===== config.mk =====
export PLATFORM = sky130hd
export DESIGN_NAME = tla_row_cell
export DESIGN_NICKNAME = d
export VERILOG_FILES = /design/src/design/tla_pkg.sv /design/src/design/tla_row_cell.sv
export SDC_FILE = /design/constraint.sdc
export NUM_CORES = 1
export LEC_CHECK = 0
export BUFFER_PORTS_ARGS = -buffer_cell sky130_fd_sc_hd__buf_4
export CAP_MARGIN = 10
export CORE_UTILIZATION = 45
export CTS_CLUSTER_SIZE = 28
export DETAILED_ROUTE_END_ITERATION = 6
export GPL_ROUTABILITY_DRIVEN = 0
export PLACE_DENSITY_LB_ADDON = 0.08
export SYNTH_ARGS = -nofsm -noshare
export SYNTH_HDL_FRONTEND = slang
export SYNTH_SLANG_ARGS = --single-unit

===== constraint.sdc =====
create_clock -name i_clk -period 5.2 [get_ports i_clk]
set_input_delay 0.52 -clock i_clk [delete_from_list [all_inputs] [get_ports i_clk]]
set_output_delay 0.52 -clock i_clk [all_outputs]
set_load 0.03 [all_outputs]

===== src/design/tla_pkg.sv =====
`default_nettype none

package tla_pkg;

    localparam int REQ_W   = 2;
    localparam int INDEX_W = 6;
    localparam int LIVE_W  = 13;

    typedef enum logic [REQ_W-1:0] {
        REQ_TOGGLE = 2'd0,
        REQ_CLEAR  = 2'd1,
        REQ_STEP   = 2'd2,
        REQ_READ   = 2'd3
    } t_req;

    // per-cycle command fanned out to every row cell
    typedef struct packed {
        logic toggle;
        logic clear;
        logic step;
        logic rotate;
        logic sum_clr;
    } t_cell_ctl;

endpackage

`default_nettype wire


===== src/design/tla_row_cell.sv =====
`default_nettype none

module tla_row_cell
    import tla_pkg::*;
#(
    parameter int COL_COUNT = 64,
    parameter int CELL_IDX  = 0,
    parameter int SUM_W     = 7
) (
    input  wire logic                 i_clk,
    input  wire logic                 i_rst_n,
    input  wire t_cell_ctl            i_ctl,
    input  wire logic [INDEX_W-1:0]   i_row_index,
    input  wire logic [INDEX_W-1:0]   i_col_index,
    input  wire logic [COL_COUNT-1:0] i_row_up,
    input  wire logic [COL_COUNT-1:0] i_row_dn,
    input  wire logic [SUM_W-1:0]     i_sum,
    output logic      [COL_COUNT-1:0] o_row,
    output logic      [SUM_W-1:0]     o_sum,
    output logic                      o_read_bit
);

    localparam int COL_W = (COL_COUNT > 1) ? $clog2(COL_COUNT) : 1;

    logic [COL_COUNT-1:0] r_row;
    logic [COL_COUNT-1:0] n_row;
    logic [COL_COUNT-1:0] w_life;
    logic [SUM_W-1:0]     r_sum;
    logic [SUM_W-1:0]     n_sum;
    logic [COL_W-1:0]     w_col_sel;
    logic                 w_row_hit;

    assign w_col_sel = COL_W'(i_col_index);
    assign w_row_hit = (int'(i_row_index) == CELL_IDX);

    // next generation, every column wrapping at both ends
    for (genvar c = 0; c < COL_COUNT; c++) begin : g_col
        localparam int LF = (c + COL_COUNT - 1) % COL_COUNT;
        localparam int RT = (c + 1) % COL_COUNT;
        logic [3:0] w_nb;
        assign w_nb = {3'b000, i_row_up[LF]} + {3'b000, i_row_up[c]} + {3'b000, i_row_up[RT]}
                    + {3'b000, r_row[LF]} + {3'b000, r_row[RT]}
                    + {3'b000, i_row_dn[LF]} + {3'b000, i_row_dn[c]}
                    + {3'b000, i_row_dn[RT]};
        assign w_life[c] = (w_nb == 4'd3) || (r_row[c] && (w_nb == 4'd2));
    end

    always_comb begin
        n_row = r_row;
        priority if (i_ctl.clear) begin
            n_row = '0;
        end else if (i_ctl.step) begin
            n_row = w_life;
        end else if (i_ctl.toggle && w_row_hit) begin
            n_row[w_col_sel] = ~r_row[w_col_sel];
        end else if (i_ctl.rotate) begin
            // a full turn of COL_COUNT shifts leaves the row as it was
            n_row = {r_row[0], r_row[COL_COUNT-1:1]};
        end else begin
            n_row = r_row;
        end
    end

    always_comb begin
        if (i_ctl.sum_clr) begin
            n_sum = '0;
        end else begin
            n_sum = i_sum + {{(SUM_W-1){1'b0}}, (i_ctl.rotate & r_row[0])};
        end
    end

    always_ff @(posedge i_clk) begin
        if (!i_rst_n) begin
            r_row <= '0;
            r_sum <= '0;
        end else begin
            r_row <= n_row;
            r_sum <= n_sum;
        end
    end

    assign o_row      = r_row;
    assign o_sum      = r_sum;
    assign o_read_bit = w_row_hit & r_row[w_col_sel];

endmodule

`default_nettype wire


# After elaboration in Yosys (flattened, before gate mapping)
# Index checks and enable logic that the tools add are counted.
[totals] register_bits=71 output_inout_bits=72 word_cells=727 input_bits=154
[op_classes] reduce_logical=134 magnitude_cmp=2 bitwise_logic=4 muxes=8 n_eq_ne=128 n_addsub=449
[ops] op="adder 4 x 1 -> 4 bit" n=256
[ops] op="equality test 4 x 2 -> 1 bit (second input constant)" n=128
[ops] op="adder 3 x 1 -> 4 bit" n=64
[ops] op="adder 2 x 1 -> 3 bit" n=64
[ops] op="2-to-1 mux 64 bit" n=3
[ops] op="adder 1 x 1 -> 2 bit" n=64
[ops] op="logical AND 1 bit" n=66
[ops] op="bitwise mux 64 bit" n=1
[ops] op="logical OR 1 bit" n=64
[ops] op="adder 7 x 1 -> 7 bit" n=1
[ops] op="less-than comparator 6 x 7 -> 1 bit (second input constant)" n=1
[ops] op="binary-select mux 1 bit (select 6 bit)" n=1
[ops] op="demux 1 bit (select 6 bit)" n=1
[ops] op="greater-or-equal comparator 6 x 1 -> 1 bit (second input constant)" n=1
[ops] op="zero test 6 bit" n=1
[ops] op="OR reduction 2 bit" n=2
[ops] op="nonzero test 3 bit" n=1
[ops] op="AND 1 bit" n=2
[ops] op="2-to-1 mux 1 bit" n=2
[ops] op="inverter 1 bit" n=2

# Longest topological paths before layout
[logic_depth] depth_word=11 ltp_mapped=12 mapped_depth_nobuf=12

# Worst setup path before layout
# OpenSTA, ideal clock, no wires.
[synth_path] path_type="input to register" startpoint="input i_row_up[10]" endpoint="register r_row[11], in the netlist o_row[11]" setup_time_ns=0.122 n_path_buf=0 arrival_ns=3.296 cell_stages=12 t_required_ns=5.078 slack_ns=1.782 cell_sequence="inv_1 fa_1 fa_1 fa_1 inv_1 ha_1 fa_1 and2_1 a21oi_1 a2bb2oi_1 o221ai_1 o311a_1"
[synth_via] elab_chain_len=11 elab_cells_between_ends=12 cone_classes="add/sub (7); eq/ne (2); mux (1); reduce/logical (2)"
[synth_lines] element="start, declared" line="tla_row_cell.sv:15" rtl="input wire logic [COL_COUNT-1:0] i_row_up,"
[synth_lines] element="adder 1 x 1 -> 2 bit (*)" line="tla_row_cell.sv:41" rtl="assign w_nb = {3'b000, i_row_up[LF]} + {3'b000, i_row_up[c]} + {3'b000, i_row_up[RT]}"
[synth_lines] element="adder 2 x 1 -> 3 bit (*)" line="tla_row_cell.sv:41"
[synth_lines] element="adder 3 x 1 -> 4 bit (*)" line="tla_row_cell.sv:42" rtl="+ {3'b000, r_row[LF]} + {3'b000, r_row[RT]}"
[synth_lines] element="adder 4 x 1 -> 4 bit (*)" line="tla_row_cell.sv:42"
[synth_lines] element="adder 4 x 1 -> 4 bit (*) (2 in a row)" line="tla_row_cell.sv:43" rtl="+ {3'b000, i_row_dn[LF]} + {3'b000, i_row_dn[c]}"
[synth_lines] element="adder 4 x 1 -> 4 bit (*)" line="tla_row_cell.sv:44" rtl="+ {3'b000, i_row_dn[RT]};"
[synth_lines] element="equality test 4 x 2 -> 1 bit" line="tla_row_cell.sv:45" rtl="assign w_life[c] = (w_nb == 4'd3) || (r_row[c] && (w_nb == 4'd2));"
[synth_lines] element="logical AND 1 bit" line="tla_row_cell.sv:45"
[synth_lines] element="logical OR 1 bit (*)" line="tla_row_cell.sv:45"
[synth_lines] element="2-to-1 mux 64 bit (*)" line="tla_row_cell.sv:52" rtl="end else if (i_ctl.step) begin"
[synth_lines] element="end signal, assigned" line="tla_row_cell.sv:77" rtl="r_row <= n_row;"
[synth_lines] element="end, declared" line="tla_row_cell.sv:25" rtl="logic [COL_COUNT-1:0] r_row;"
# Mark *: on every way between the ends. The rest lies on a longest branch, timed or not.
# A chain may end at the register's enable or synchronous reset.

# Worst setup path in the final report
[layout_path] startpoint="input i_row_dn[8]" endpoint="register r_row[9], in the netlist o_row[9]"
[layout_via] elab_chain_len=7 elab_cells_between_ends=8 cone_classes="add/sub (3); eq/ne (2); mux (1); reduce/logical (2)"
[layout_lines] element="start, declared" line="tla_row_cell.sv:16" rtl="input wire logic [COL_COUNT-1:0] i_row_dn,"
[layout_lines] element="adder 4 x 1 -> 4 bit (*) (2 in a row)" line="tla_row_cell.sv:43"
[layout_lines] element="adder 4 x 1 -> 4 bit (*)" line="tla_row_cell.sv:44"
[layout_lines] element="equality test 4 x 2 -> 1 bit" line="tla_row_cell.sv:45"
[layout_lines] element="logical AND 1 bit" line="tla_row_cell.sv:45"
[layout_lines] element="logical OR 1 bit (*)" line="tla_row_cell.sv:45"
[layout_lines] element="2-to-1 mux 64 bit (*)" line="tla_row_cell.sv:52"
# Marked as above.

==> results.cfg <==
[worst_setup_path]
crit_path_cell_trace = buf_4 > inv_1 > fa_1 > fa_1 > fa_1 > inv_1 > ha_1 > fa_1 > and2_1 > a21oi_1 > a2bb2oi_1 > o221ai_1 > o311a_1
critPathTopFamily = adder cells
crit_type = input port to register
reg2reg_depth = 11
critPathBufInv = 3
worstSetupEndpointType = register
crit_end = o_row[9]
required_ns = 5.45
reg2reg_to = o_row[9]
path_depth = 13
slowest_delay_ns = 0.49
critPathMaxFanout = 3
critical_path.most_common_cell = fa_1
cp.arrival_ns = 3.79
start_kind = input port
r2r_slack_ns = 1.86
r2r_start = o_row[8]
setup.worst_path.start = i_row_dn[8]
cp_slowest_cell = fa_1

[synthesis]
synth_ff_type = dfxtp_1
synth.avg_cell_area_um2 = 8.914
seq_area_frac_synth_pct = 8.913
ys_seq_elements = 71
synthMuxAreaShare_pct = 1.797
synth.most_common_cell = inv_1
async_flop_share_pct = 0
synth_top_area_cell = fa_1
syn_inst = 1789
synth_edf_count = 0
synth_nets = 2392
synth_cell_types = 66
synth_area_um2 = 15950
synth-simple-area-share_pct = 11.41
synthAdderAreaFrac_pct = 47.23
synth_top_cell_area_share_pct = 32.01
synth_warnings = 0
synth_xor_area_share_pct = 0.2746
synth_common_cells = inv_1 (452), fa_1 (255), ha_1 (194)
synth_top_family_by_area = adder cells
synth.area.top_cells = fa_1 (32%), ha_1 (15%), inv_1 (11%), dfxtp_1 (8.9%), a21oi_1 (3.5%)
synth_compound_area_share_pct = 17.68

[die]
die_area_um2 = 36200
num_io_pins = 226
initial_core_util_pct = 45.94
die_h_um = 190.3
rows = 68
core_um2 = 34710
die_w_um = 190.3

[cts]
insertion_delay_ns = 0.37
cts_resized = 0
post_cts_buffers = 0
htree_levels = 3
root_buffer = clkbuf_16
cts_hold_buf = 0
cts_buffers = 9
clock-sinks = 71
clkTransAtPathRegs_ns = 0.07
clock_path_buffers = 2
cts_tree = yes

[sta]
period_needed_ns = 3.532
setup_viol = 0
fin_worst_skew_ns = 0.01274
max_slew.worst_pin.slew_ns = 1.193
rsz0062_at_grt = false
hold_viol_final = 0
finalSetupTns_ns = 0
finalMaxSlewViolations = 0
relSlewSlack_pct = 20.16
min_period_over_period_pct = 67.92
max_freq_ghz = 0.2831

[flow_run]
maxCapViolCount = 0

[final_layout]
nNetsFinal = 2580
syn_to_final_growth_pct = 14.71
diodes = 0
drive_gt1_share_pct = 16.40
fin_cells = 2437
fin_area_um2 = 18290
fill_cells = 3380

[drt]
ant_nets = 0
wl_um = 46080
wl_per_cell_um = 18.91
drt_iter0_drc = 804
first_pass_iters = 5
vias = 13446
drc = 0
routed_via_density = 5.517

[placement]
place_hpwl_um = 37510
io_buffers = 225
place_area_um2 = 17980
dp_cells = 2420

[hold_path]
hp-start = i_sum[5]
hold_path.class = input port to register

[global_routing]
grt_max_degree = 47
grt_use_total_pct = 26.53
grt-ovfl-total = 0
antenna_found_initial = 0
grt_pass1_wl_um = 75040
first_global_vias = 13919

[power]
p_per_area_nw_per_um2 = 216.0
irDropWorstVdd_mv = 0.1316
p_leak_uw = 0.009171

[outcome]
run_status = finished clean
[per-layer routing]
layer,GRT usage [%],vias to the layer above,part of all wire [%]
met5,0,-,0
met4,5.385,0,1.5
met3,3.865,44,5.1
met2,43.30,347,46
met1,37.35,6654,47
li1,-,6401,-
[worst min-delay path by stage]
stage | cells after the start | slack, ns | end
CTS | 3 | 0.42 | o_sum[5]
detailed placement | 1 | 0.65 | o_row[13]
finish | 3 | 0.42 | o_sum[5]
global route | 3 | 0.42 | o_sum[6]
floorplan | 2 | 0.66 | o_sum[4]
global placement | 1 | 0.65 | o_row[13]
[layout make-up]
cell class	count	area, um^2	area share [%]
well taps	455	569.3	3.112
inverters	453	1700	9.295
clock buffers	11	252.7	1.382
clock inverters	5	56.30	0.3078
flip-flops and latches	71	1421	7.770
repair buffers	236	1772	9.685
multi-input cells	1206	12520	68.45
[power breakdown]
| part | internal [uW] | switching, uW |
|---|---|---|
| clock network | 397 | 282 |
| logic | 1190 | 1430 |
| registers | 579 | 66.5 |
[worst min-delay path, cell delays in order]
cell and delay (ns):
buf_4 0.09, xor2_1 0.06, nor2_1 0.07
[placed cells by master, fill, tap and decap left out, drive strengths merged, types with 37 or more instances in the layout]
master / n
or2: 53
a221oi: 41
nor2: 58
dfxtp: 71
ha: 194
o211ai: 51
nand2: 37
buf: 236
fa: 255
inv: 452
a21oi: 112
nand3: 82
[cells by family (layout without fill, tap and decap cells)]
family,count (synthesis),after routing
DFF,71,71
xor gates and xnor gates,5,5
adders and majority gates,449,449
AOI/OAI and AO/OA,399,399
muxes,21,21
and+or+nand+nor,332,332
buffers and inverters,512,705
[per-stage QoR]
step                total power (uW)  utilization [%]  hold slack, ns  setup slack (ns)
finish                          3952            52.70          0.4229             1.668
global placement                3168            51.79          0.6515             1.317
floorplan                       2594                -          0.6648             1.782
global route                    4422            52.70          0.4184             1.498
detailed placement              3283            51.79          0.6495             1.239
CTS                             3975            52.68          0.4179             1.612
[sequential cells by signal (all words and copies together) (netlist names)]
signal,flops
o_row,64
o_sum,7
(Power assumes the default switching activity.)
